--- config.mk ---
export PLATFORM = sky130hd
export DESIGN_NAME = ft_sensor_tare_averager_top
export DESIGN_NICKNAME = d
export VERILOG_FILES = /design/src/sv/ftsta_pkg.sv /design/src/sv/ft_sensor_tare_averager_top.sv /design/src/sv/ftsta_ctrl.sv /design/src/sv/ftsta_dp.sv
export SDC_FILE = /design/constraint.sdc
export NUM_CORES = 2
export LEC_CHECK = 0
export BUFFER_PORTS_ARGS = -buffer_cell sky130_fd_sc_hd__buf_2
export CORE_MARGIN = 2
export CORE_UTILIZATION = 60
export DETAILED_ROUTE_END_ITERATION = 6
export PLACE_DENSITY_LB_ADDON = 0.12
export SLEW_MARGIN = 20
export SYNTH_ARGS = -nofsm -noshare
export SYNTH_HDL_FRONTEND = slang
export SYNTH_SLANG_ARGS = --single-unit
--- constraint.sdc ---
create_clock -name clk -period 16.1 [get_ports clk]
set_input_delay 0.805 -clock clk [delete_from_list [all_inputs] [get_ports clk]]
set_output_delay 0.805 -clock clk [all_outputs]
set_load 0.02 [all_outputs]
--- src/sv/ftsta_pkg.sv ---
// Shared constants, codes and control/status structs of the force/torque tare averager.
package ftsta_pkg;

	localparam int AXES              = 6;
	localparam int COUNT_WIDTH_DEF   = 10;
	localparam int VALUE_WIDTH_DEF   = 32;
	localparam int WEIGHT_WIDTH      = 31;
	localparam int FRAC_BITS         = 16;
	localparam int WINDOW_RESET      = 250;
	localparam int SCALE_ONE         = 65536;
	localparam int AXIS_W            = 3;
	localparam int IDX_W             = 4;

	// command codes
	localparam logic [1:0] CMD_SAMPLE = 2'd0;
	localparam logic [1:0] CMD_AIR    = 2'd1;
	localparam logic [1:0] CMD_GROUND = 2'd2;
	localparam logic [1:0] CMD_APPLY  = 2'd3;

	// window modes
	localparam logic [1:0] MODE_IDLE   = 2'd0;
	localparam logic [1:0] MODE_AIR    = 2'd1;
	localparam logic [1:0] MODE_GROUND = 2'd2;

	// result status codes
	localparam logic [2:0] ST_STARTED     = 3'd0;
	localparam logic [2:0] ST_BUSY        = 3'd1;
	localparam logic [2:0] ST_AIR_DONE    = 3'd2;
	localparam logic [2:0] ST_GROUND_DONE = 3'd3;
	localparam logic [2:0] ST_APPLIED     = 3'd4;
	localparam logic [2:0] ST_NO_DATA     = 3'd5;
	localparam logic [2:0] ST_ZERO_DIV    = 3'd6;

	// configuration register indexes
	localparam logic CFG_WINDOW = 1'b0;
	localparam logic CFG_WEIGHT = 1'b1;

	typedef struct packed {
		logic              ready;
		logic              acc;
		logic              bump;
		logic              clear;
		logic              den;
		logic              div_avg;
		logic              div_scale;
		logic              store_avg;
		logic              store_scale;
		logic              finish;
		logic              emit;
		logic [2:0]        code;
		logic              side;
		logic              with_avg;
		logic              last;
		logic [AXIS_W-1:0] axis;
	} ctl_t;

	typedef struct packed {
		logic [1:0] cmd;
		logic       foot;
		logic [1:0] mode;
		logic       both_valid;
		logic       win_hit;
		logic       den_zero;
		logic       div_done;
		logic       out_free;
	} sts_t;

endpackage

--- src/sv/ft_sensor_tare_averager_top.sv ---
// Top level of the two-foot force/torque tare averager.
//
//  channel | direction | handshake                | payload
//  --------+-----------+--------------------------+-------------------------------------------
//  s_*     | in        | s_tvalid / s_tready      | tuser: command, foot; tdata: six raw values
//  m_*     | out       | m_tvalid / m_tready      | tuser: status, side; tdata: six averages,
//          |           |                          | scale; tlast: final result of an item
//  cfg_*   | in        | cfg_valid / cfg_ready    | cfg_index, cfg_data (always ready)
//
// Flow: an item is taken only when the sequencer is idle. A command item
// waits for a free result register. The sample item that closes a window
// adds twelve divisions in the bit-serial shared divider, whose dividend is
// 48 bits wide at defaults. Apply adds one division.
// Reset is asynchronous; the result register frees itself as soon as m_tready
// takes its item, so an item may be taken while a result still waits.
module ft_sensor_tare_averager_top #(
	parameter int COUNT_WIDTH = ftsta_pkg::COUNT_WIDTH_DEF,
	parameter int VALUE_WIDTH = ftsta_pkg::VALUE_WIDTH_DEF
) (
	input  logic clk,
	input  logic arst_n,
	input  logic s_tvalid,
	output logic s_tready,
	// [1:0] command, [2] foot
	input  logic [2:0] s_tuser,
	// force_x, force_y, force_z, torque_x, torque_y, torque_z, zero fill
	input  logic [((ftsta_pkg::AXES*VALUE_WIDTH+7)/8)*8-1:0] s_tdata,
	output logic m_tvalid,
	input  logic m_tready,
	// [2:0] status, [3] side
	output logic [3:0] m_tuser,
	// avg_force_x .. avg_torque_z, scale_factor, zero fill
	output logic [(((ftsta_pkg::AXES+1)*VALUE_WIDTH+7)/8)*8-1:0] m_tdata,
	output logic m_tlast,
	input  logic cfg_valid,
	output logic cfg_ready,
	input  logic cfg_index,
	input  logic [ftsta_pkg::WEIGHT_WIDTH-1:0] cfg_data
);
	import ftsta_pkg::*;

	localparam int OUT_W  = (AXES + 1) * VALUE_WIDTH;
	localparam int OUT_TW = ((OUT_W + 7) / 8) * 8;

	ctl_t             ctl;
	sts_t             sts;
	logic             in_fire;
	logic [2:0]       o_status;
	logic             o_side;
	logic [OUT_W-1:0] o_vals;

	assign s_tready  = ctl.ready;
	assign in_fire   = s_tvalid && s_tready;
	assign cfg_ready = 1'b1;

	ftsta_ctrl u_ctrl (
		.clk     (clk),
		.arst_n  (arst_n),
		.in_fire (in_fire),
		.sts     (sts),
		.ctl     (ctl)
	);

	ftsta_dp #(
		.COUNT_WIDTH (COUNT_WIDTH),
		.VALUE_WIDTH (VALUE_WIDTH)
	) u_dp (
		.clk        (clk),
		.arst_n     (arst_n),
		.in_fire    (in_fire),
		.in_cmd     (s_tuser[1:0]),
		.in_foot    (s_tuser[2]),
		.in_vals    (s_tdata[AXES*VALUE_WIDTH-1:0]),
		.cfg_fire   (cfg_valid && cfg_ready),
		.cfg_idx    (cfg_index),
		.cfg_val    (cfg_data),
		.ctl        (ctl),
		.sts        (sts),
		.out_take   (m_tready),
		.out_valid  (m_tvalid),
		.out_status (o_status),
		.out_side   (o_side),
		.out_vals   (o_vals),
		.out_last   (m_tlast)
	);

	assign m_tuser = {o_side, o_status};
	assign m_tdata = OUT_TW'(o_vals);

endmodule

--- src/sv/ftsta_ctrl.sv ---
// Sequencing state machine of the tare averager.
module ftsta_ctrl (
	input  logic           clk,
	input  logic           arst_n,
	input  logic           in_fire,
	input  ftsta_pkg::sts_t sts,
	output ftsta_pkg::ctl_t ctl
);
	import ftsta_pkg::*;

	typedef enum logic [3:0] {
		S_IDLE, S_DECODE, S_ACC, S_CHECK, S_DEN, S_LOAD, S_DIV, S_STORE, S_EMIT_AVG, S_EMIT
	} state_t;

	state_t            state_q;
	logic [AXIS_W-1:0] axis_q;
	logic              side_q;
	logic [2:0]        code_q;
	logic              scale_op_q;

	always_comb begin
		ctl          = '0;
		ctl.axis     = axis_q;
		ctl.side     = side_q;
		ctl.code     = code_q;
		ctl.ready    = (state_q == S_IDLE);
		case (state_q)
			S_DECODE: begin
				if (sts.cmd != CMD_SAMPLE && sts.mode == MODE_IDLE) begin
					ctl.clear = (sts.cmd == CMD_AIR) || (sts.cmd == CMD_GROUND);
					ctl.den   = (sts.cmd == CMD_APPLY);
				end
			end
			S_ACC: begin
				ctl.acc  = 1'b1;
				ctl.side = sts.foot;
				ctl.bump = sts.foot && (axis_q == AXIS_W'(AXES - 1));
			end
			S_LOAD: begin
				ctl.div_avg   = !scale_op_q;
				ctl.div_scale = scale_op_q;
			end
			S_STORE: begin
				ctl.store_avg   = !scale_op_q;
				ctl.store_scale = scale_op_q;
			end
			S_EMIT_AVG: begin
				ctl.emit     = sts.out_free;
				ctl.with_avg = 1'b1;
				ctl.last     = side_q;
				ctl.finish   = sts.out_free && side_q;
				ctl.code     = (sts.mode == MODE_AIR) ? ST_AIR_DONE : ST_GROUND_DONE;
			end
			S_EMIT: begin
				ctl.emit = sts.out_free;
				ctl.side = 1'b0;
				ctl.last = 1'b1;
			end
			default: ;
		endcase
	end

	always_ff @(posedge clk or negedge arst_n) begin
		if (!arst_n) begin
			state_q    <= S_IDLE;
			axis_q     <= '0;
			side_q     <= 1'b0;
			code_q     <= ST_STARTED;
			scale_op_q <= 1'b0;
		end else begin
			case (state_q)
				S_IDLE: begin
					if (in_fire) state_q <= S_DECODE;
				end
				S_DECODE: begin
					axis_q     <= '0;
					side_q     <= 1'b0;
					scale_op_q <= 1'b0;
					if (sts.cmd == CMD_SAMPLE) begin
						state_q <= (sts.mode == MODE_IDLE) ? S_IDLE : S_ACC;
					end else if (sts.mode != MODE_IDLE) begin
						code_q  <= ST_BUSY;
						state_q <= S_EMIT;
					end else if (sts.cmd != CMD_APPLY) begin
						code_q  <= ST_STARTED;
						state_q <= S_EMIT;
					end else if (!sts.both_valid) begin
						code_q  <= ST_NO_DATA;
						state_q <= S_EMIT;
					end else begin
						state_q <= S_DEN;
					end
				end
				S_ACC: begin
					if (axis_q == AXIS_W'(AXES - 1)) begin
						axis_q  <= '0;
						state_q <= S_CHECK;
					end else begin
						axis_q <= axis_q + 1'b1;
					end
				end
				S_CHECK: begin
					state_q <= sts.win_hit ? S_LOAD : S_IDLE;
				end
				S_DEN: begin
					if (sts.den_zero) begin
						code_q  <= ST_ZERO_DIV;
						state_q <= S_EMIT;
					end else begin
						scale_op_q <= 1'b1;
						state_q    <= S_LOAD;
					end
				end
				S_LOAD:  state_q <= S_DIV;
				S_DIV: begin
					if (sts.div_done) state_q <= S_STORE;
				end
				S_STORE: begin
					if (scale_op_q) begin
						code_q  <= ST_APPLIED;
						state_q <= S_EMIT;
					end else if (axis_q == AXIS_W'(AXES - 1)) begin
						state_q <= S_EMIT_AVG;
					end else begin
						axis_q  <= axis_q + 1'b1;
						state_q <= S_LOAD;
					end
				end
				S_EMIT_AVG: begin
					if (sts.out_free) begin
						if (side_q) begin
							state_q <= S_IDLE;
						end else begin
							side_q  <= 1'b1;
							axis_q  <= '0;
							state_q <= S_LOAD;
						end
					end
				end
				S_EMIT: begin
					if (sts.out_free) state_q <= S_IDLE;
				end
				default: state_q <= S_IDLE;
			endcase
		end
	end

endmodule

--- src/sv/ftsta_dp.sv ---
// Datapath of the tare averager: sums, flags, shared divider and result register.
module ftsta_dp #(
	parameter int COUNT_WIDTH = ftsta_pkg::COUNT_WIDTH_DEF,
	parameter int VALUE_WIDTH = ftsta_pkg::VALUE_WIDTH_DEF
) (
	input  logic                                 clk,
	input  logic                                 arst_n,
	input  logic                                 in_fire,
	input  logic [1:0]                           in_cmd,
	input  logic                                 in_foot,
	input  logic [ftsta_pkg::AXES*VALUE_WIDTH-1:0] in_vals,
	input  logic                                 cfg_fire,
	input  logic                                 cfg_idx,
	input  logic [ftsta_pkg::WEIGHT_WIDTH-1:0]   cfg_val,
	input  ftsta_pkg::ctl_t                      ctl,
	output ftsta_pkg::sts_t                      sts,
	input  logic                                 out_take,
	output logic                                 out_valid,
	output logic [2:0]                           out_status,
	output logic                                 out_side,
	output logic [(ftsta_pkg::AXES+1)*VALUE_WIDTH-1:0] out_vals,
	output logic                                 out_last
);
	import ftsta_pkg::*;

	localparam int SW   = COUNT_WIDTH + VALUE_WIDTH;
	localparam int DENW = SW + 2;
	localparam int NUMB = WEIGHT_WIDTH + FRAC_BITS;
	localparam int NB   = (DENW > NUMB) ? DENW : NUMB;
	localparam int NW   = NB + 1;
	localparam int DW   = DENW;
	localparam int CW_D = $clog2(NW + 1);
	localparam logic [NW-1:0] POS_MAX = (NW'(1) << (VALUE_WIDTH - 1)) - NW'(1);
	localparam logic [NW-1:0] NEG_MAG = NW'(1) << (VALUE_WIDTH - 1);

	// item register
	logic [1:0]             cmd_q;
	logic                   foot_q;
	logic [VALUE_WIDTH-1:0] val_q [AXES];

	// configuration
	logic [COUNT_WIDTH-1:0]  window_q;
	logic [WEIGHT_WIDTH-1:0] weight_q;

	// architectural state
	logic [1:0]             mode_q;
	logic [COUNT_WIDTH-1:0] pair_q;
	logic                   air_valid_q, ground_valid_q;
	logic [SW-1:0]          sums_q [2][2*AXES];
	logic [VALUE_WIDTH-1:0] scale_q;
	logic [VALUE_WIDTH-1:0] avg_q [AXES];
	logic signed [DENW-1:0] den_q;

	// divider
	logic            div_busy_q;
	logic [CW_D-1:0] div_cnt_q;
	logic [NW-1:0]   div_num_q;
	logic [DW-1:0]   div_rem_q;
	logic [DW-1:0]   div_den_q;
	logic            div_neg_q;

	// result register
	logic                   ov_q;
	logic [2:0]             ost_q;
	logic                   oside_q;
	logic [VALUE_WIDTH-1:0] oavg_q [AXES];
	logic [VALUE_WIDTH-1:0] oscale_q;
	logic                   olast_q;

	logic                   set_sel;
	logic [IDX_W-1:0]       idx;
	logic [SW-1:0]          rd_sum;
	logic [COUNT_WIDTH-1:0] win;
	logic signed [DENW-1:0] den_new;
	logic [NW-1:0]          ld_mag, ld_add;
	logic [DW-1:0]          ld_den;
	logic                   ld_neg;
	logic [DW:0]            rem_sh;
	logic                   qbit;
	logic [VALUE_WIDTH-1:0] res;

	assign set_sel = (mode_q == MODE_GROUND);
	assign idx     = ctl.side ? IDX_W'(ctl.axis) + IDX_W'(AXES) : IDX_W'(ctl.axis);
	assign rd_sum  = sums_q[set_sel][idx];
	assign win     = (window_q == '0) ? COUNT_WIDTH'(1) : window_q;

	assign den_new = DENW'(signed'(sums_q[1][2])) + DENW'(signed'(sums_q[1][AXES + 2]))
	               - DENW'(signed'(sums_q[0][2])) - DENW'(signed'(sums_q[0][AXES + 2]));

	always_comb begin
		if (ctl.div_scale) begin
			ld_neg = den_q[DENW-1];
			ld_mag = NW'({weight_q, {FRAC_BITS{1'b0}}});
			ld_den = ld_neg ? DW'(-den_q) : DW'(den_q);
		end else begin
			ld_neg = rd_sum[SW-1];
			ld_mag = ld_neg ? NW'(-signed'(rd_sum)) : NW'(rd_sum);
			ld_den = DW'(win);
		end
		ld_add = ld_mag + NW'(ld_den >> 1);
	end

	assign rem_sh = {div_rem_q, div_num_q[NW-1]};
	assign qbit   = (rem_sh >= {1'b0, div_den_q});

	// round-half-away quotient, saturated to the value width
	always_comb begin
		if (!div_neg_q) begin
			res = (div_num_q > POS_MAX) ? VALUE_WIDTH'(POS_MAX) : div_num_q[VALUE_WIDTH-1:0];
		end else begin
			res = (div_num_q > NEG_MAG) ? VALUE_WIDTH'(NEG_MAG)
			                            : VALUE_WIDTH'(-div_num_q[VALUE_WIDTH-1:0]);
		end
	end

	always_ff @(posedge clk) begin
		if (in_fire) begin
			cmd_q  <= in_cmd;
			foot_q <= in_foot;
			for (int i = 0; i < AXES; i++) begin
				val_q[i] <= in_vals[i*VALUE_WIDTH +: VALUE_WIDTH];
			end
		end
		if (ctl.clear) begin
			for (int i = 0; i < 2*AXES; i++) begin
				sums_q[cmd_q == CMD_GROUND][i] <= '0;
			end
		end
		if (ctl.acc) begin
			sums_q[set_sel][idx] <= rd_sum + SW'(signed'(val_q[ctl.axis]));
		end
		if (ctl.store_avg) begin
			sums_q[set_sel][idx] <= SW'(signed'(res));
			avg_q[ctl.axis]      <= res;
		end
		if (ctl.den) den_q <= den_new;
		if (ctl.div_avg || ctl.div_scale) begin
			div_num_q <= ld_add;
			div_den_q <= ld_den;
			div_rem_q <= '0;
			div_neg_q <= ld_neg;
		end else if (div_busy_q) begin
			div_num_q <= {div_num_q[NW-2:0], qbit};
			div_rem_q <= qbit ? DW'(rem_sh - {1'b0, div_den_q}) : rem_sh[DW-1:0];
		end
		if (ctl.emit) begin
			ost_q    <= ctl.code;
			oside_q  <= ctl.side;
			olast_q  <= ctl.last;
			oscale_q <= scale_q;
			for (int i = 0; i < AXES; i++) begin
				oavg_q[i] <= ctl.with_avg ? avg_q[i] : '0;
			end
		end
	end

	always_ff @(posedge clk or negedge arst_n) begin
		if (!arst_n) begin
			window_q       <= COUNT_WIDTH'(WINDOW_RESET);
			weight_q       <= '0;
			mode_q         <= MODE_IDLE;
			pair_q         <= '0;
			air_valid_q    <= 1'b0;
			ground_valid_q <= 1'b0;
			scale_q        <= VALUE_WIDTH'(SCALE_ONE);
			div_busy_q     <= 1'b0;
			div_cnt_q      <= '0;
			ov_q           <= 1'b0;
		end else begin
			if (cfg_fire) begin
				if (cfg_idx == CFG_WINDOW) window_q <= cfg_val[COUNT_WIDTH-1:0];
				else                       weight_q <= cfg_val;
			end
			if (ctl.clear) begin
				pair_q <= '0;
				mode_q <= cmd_q;
				if (cmd_q == CMD_AIR) air_valid_q    <= 1'b0;
				else                  ground_valid_q <= 1'b0;
			end
			if (ctl.bump) pair_q <= pair_q + 1'b1;
			if (ctl.finish) begin
				mode_q <= MODE_IDLE;
				if (mode_q == MODE_AIR) air_valid_q    <= 1'b1;
				else                    ground_valid_q <= 1'b1;
			end
			if (ctl.store_scale) scale_q <= res;
			if (ctl.div_avg || ctl.div_scale) begin
				div_busy_q <= 1'b1;
				div_cnt_q  <= '0;
			end else if (div_busy_q) begin
				div_cnt_q <= div_cnt_q + 1'b1;
				if (div_cnt_q == CW_D'(NW - 1)) div_busy_q <= 1'b0;
			end
			if (ctl.emit)      ov_q <= 1'b1;
			else if (out_take) ov_q <= 1'b0;
		end
	end

	assign sts.cmd        = cmd_q;
	assign sts.foot       = foot_q;
	assign sts.mode       = mode_q;
	assign sts.both_valid = air_valid_q && ground_valid_q;
	assign sts.win_hit    = (pair_q >= win);
	assign sts.den_zero   = (den_q == '0);
	assign sts.div_done   = !div_busy_q;
	assign sts.out_free   = !ov_q || out_take;

	assign out_valid  = ov_q;
	assign out_status = ost_q;
	assign out_side   = oside_q;
	assign out_last   = olast_q;
	always_comb begin
		for (int i = 0; i < AXES; i++) begin
			out_vals[i*VALUE_WIDTH +: VALUE_WIDTH] = oavg_q[i];
		end
		out_vals[AXES*VALUE_WIDTH +: VALUE_WIDTH] = oscale_q;
	end

endmodule

==> results.ini <==
[pwr]
p_total_mw = 24.5
powerDensity_mw_per_mm2 = 236
ir_drop_mv = 0.292
p_leak_nw = 38.1

[yosys]
synth.ff_latch_count = 1912
synth.top_cell.area_share_pct = 57.3
syn_nets = 7771
synth_ff_type = edfxtp_1
yosysSeqAreaShare_pct = 61.1
syn_inst = 7261
synth_edf_count = 1761
synth_most_common_cell = edfxtp_1
synth.distinct_cells = 91
syn_avg_cell_area_sq_um = 12.7
synth.area.top_cells = edfxtp_1 (57%), mux4_2 (6.9%), nand2_1 (5.1%)
async_flop_share_pct = 5.60
synthTopCellsByCount = edfxtp_1 (1761), nand2_1 (1258), a21oi_1 (647)
yosysWarnings = 0
synth_top_area_cell = edfxtp_1
syn_area_sq_mm = 0.0923

[clock_network]
numCtsBuffers = 193
clk_latency_ps = 840
clk_pin_slew_ps = 60
clkSinkCount = 1912
cts_tree = yes
cts-root-buf = clkbuf_16
clockBufferDepth = 3
htree_levels = 4

[placement]
dpl-instance-area_sq_mm = 0.0972
pre_cts_slack_ps = 6640
gp_congestion = 0.967
portBuffers = 462
dp_hpwl_mm = 183

[route]
vias = 62833
drc = 2
dr.pass1.iters = 7
drt_wl_total_mm = 276
drt_iter0_drc = 8388
vias_per_cell = 6.39
wl_per_cell_um = 28.1
ant_nets = 0

[floorplan]
initial_core_util_pct = 60.6
coreArea_sq_mm = 0.152
row_count = 143
die_x_um = 396
io_pins = 464
die_y_um = 396
die-area_sq_mm = 0.157

[global_routing]
grt_pass1_wl_mm = 401
antenna_found_initial = 19
grt_max_degree = 153
grt.total_usage_pct = 34.9
grt_pass1_vias = 61161
gr-total-overflow = 0

[timing]
min_period_ps = 9800
hold_viol = 0
drv_slew = 0
setup-tns-final_ps = 0
worstMarginPinSlew_ps = 1260
fin_skew_ps = 55.7
layout_setup_ws_ps = 6300
slew-limit-headroom_pct = 15.3
post-route-period-util_pct = 60.8
fmax_mhz = 102
setup_viol = 0
rsz0062_at_grt = false

[worst_setup_path]
crit_type = flop to flop
cp_slowest_cell = o41ai_1
end_kind = flop
cp.arrival_ps = 10440
path_delay_family = compound AO/OA/AOI/OAI gates
crit_fanout = 125
cp-start-kind = flop
slowest_delay_ps = 860
required_ps = 16740
cp_common_cell = o21ai_0
critPathBufInv = 3

[run]
cap_violations = 0

[worst_hold_path]
min_path_type = primary input to flop

[cells_and_area]
design_area_sq_mm = 0.103
fillers = 10964
final_nets = 8131
areaGrowthSynthToFinish_pct = 12.1
drive_gt1_share_pct = 18.4

[status]
violations = design-rule violations
run_status = complete, but fails checks

## state kept, by name, summed over array words and instances (netlist names), 4 cells and up
register / cells
u_ctrl.state_q: 4
u_dp.avg_q: 192
u_dp.den_q: 44
u_dp.div_cnt_q: 6
u_dp.div_den_q: 44
u_dp.div_num_q: 48
u_dp.div_rem_q: 44
u_dp.oavg_q: 192
u_dp.oscale_q: 32
u_dp.pair_q: 10
u_dp.scale_q: 32
u_dp.sums_q: 1008
u_dp.val_q: 192
u_dp.weight_q: 31
u_dp.window_q: 10
## power by group
group | total [mW] | internal, mW | switching [mW]
logic | 13.2 | 4.33 | 8.83
clock network | 4.44 | 2.46 | 1.98
registers | 6.85 | 6.50 | 0.351
total | 24.5 | 13.3 | 11.2
## worst paths after layout
| kind | start | to | slack [ps] | depth (start not counted) |
|---|---|---|---|---|
| setup / recovery | u_ctrl.state_q[3]$_DFFE_PN0P_ | u_dp.sums_q[0][82]$_DFFE_PP_ | 6300 | 30 |
| hold / removal | s_tdata[23] | u_dp.val_q[0][23]$_DFFE_PP_ | 150 | 1 |
| setup reg to reg | u_ctrl.state_q[3]$_DFFE_PN0P_ | u_dp.sums_q[0][82]$_DFFE_PP_ | 6300 | 30 |
| hold reg to reg | u_dp.scale_q[17]$_DFFE_PN0P_ | u_dp.oscale_q[17]$_DFFE_PP_ | 450 | 0 |
| max in group asynchronous | arst_n | u_dp.weight_q[15]$_DFFE_PN0P_ | 14220 | 3 |
| min in group asynchronous | arst_n | u_dp.scale_q[21]$_DFFE_PN0P_ | 550 | 2 |
## logic make-up (layout without fill, tap and decap cells)
logic type,count (synthesis),in the layout,share of synthesized area (%)
XOR/XNOR,229,229,2.17
AO/OA/AOI/OAI,1389,1389,9.24
other,1,11,0.00406
AND/OR/NAND/NOR,2274,2274,10.9
flip-flops,1912,1912,61.1
multiplexers,453,453,8.84
adder cells (fa/ha/maj),278,278,4.48
buffers and inverters,725,1251,3.16
## area by class of cell
cell class,count,area [sq um],area share [%]
Timing Repair Buffer,627,3620,3.50
Clock buffer,237,5020,4.85
Clock inverter,124,1200,1.16
Multi-Input combinational cell,4624,33600,32.5
Antenna cell,10,25.0,0.0242
Inverter,263,987,0.954
Sequential cell,1912,56500,54.6
Tap cell,2030,2540,2.45
## placed cells by master (no fill, tap or decap), types with 88 or more instances in the layout
| master | count |
|---|---|
| a21oi_1 | 646 |
| and2_1 | 210 |
| buf_2 | 461 |
| buf_4 | 160 |
| clkbuf_16 | 194 |
| dfrtp_1 | 97 |
| edfxtp_1 | 1761 |
| fa_1 | 88 |
| ha_1 | 190 |
| inv_1 | 259 |
| mux2i_1 | 101 |
| mux4_2 | 283 |
| nand2_1 | 1256 |
| nand3_1 | 126 |
| nor2_1 | 295 |
| o21ai_0 | 287 |
| xnor2_1 | 116 |
| xor2_1 | 90 |
## worst register-to-register path, delay by kind of cell (launching register included)
| kind | cells | cell delay, ps |
|---|---|---|
| and+or+nand+nor | 5 | 1480 |
| DFF | 1 | 670 |
| muxes | 1 | 300 |
| adders and majority gates | 2 | 450 |
| xor gates and xnor gates | 1 | 200 |
| buffers and inverters | 3 | 770 |
| AOI/OAI and AO/OA | 18 | 5720 |
## per-layer routing
layer  track usage (%)  part of all wire (%)
met2              54.6                    47
met1              47.3                    38
met3              6.90                    10
met5                 0                0.0094
met4              16.9                   5.5
## through the flow
step	hold slack, ps	utilization, %	instances
after CTS	109	67.8	9817
after detailed placement	431	63.8	9455
after global routing	115	67.9	9826
after global placement	429	63.8	9455
after floorplan	419	-	7261
final	148	67.9	9827
## what timing repair did
action / in CTS / in global routing
hold buffers: 1 / 0
buffers inserted: 0 / 0
resized for setup: 0 / 0
endpoints found under the hold margin: 34 / 0
No activity file was read; power rests on OpenSTA's default activity.
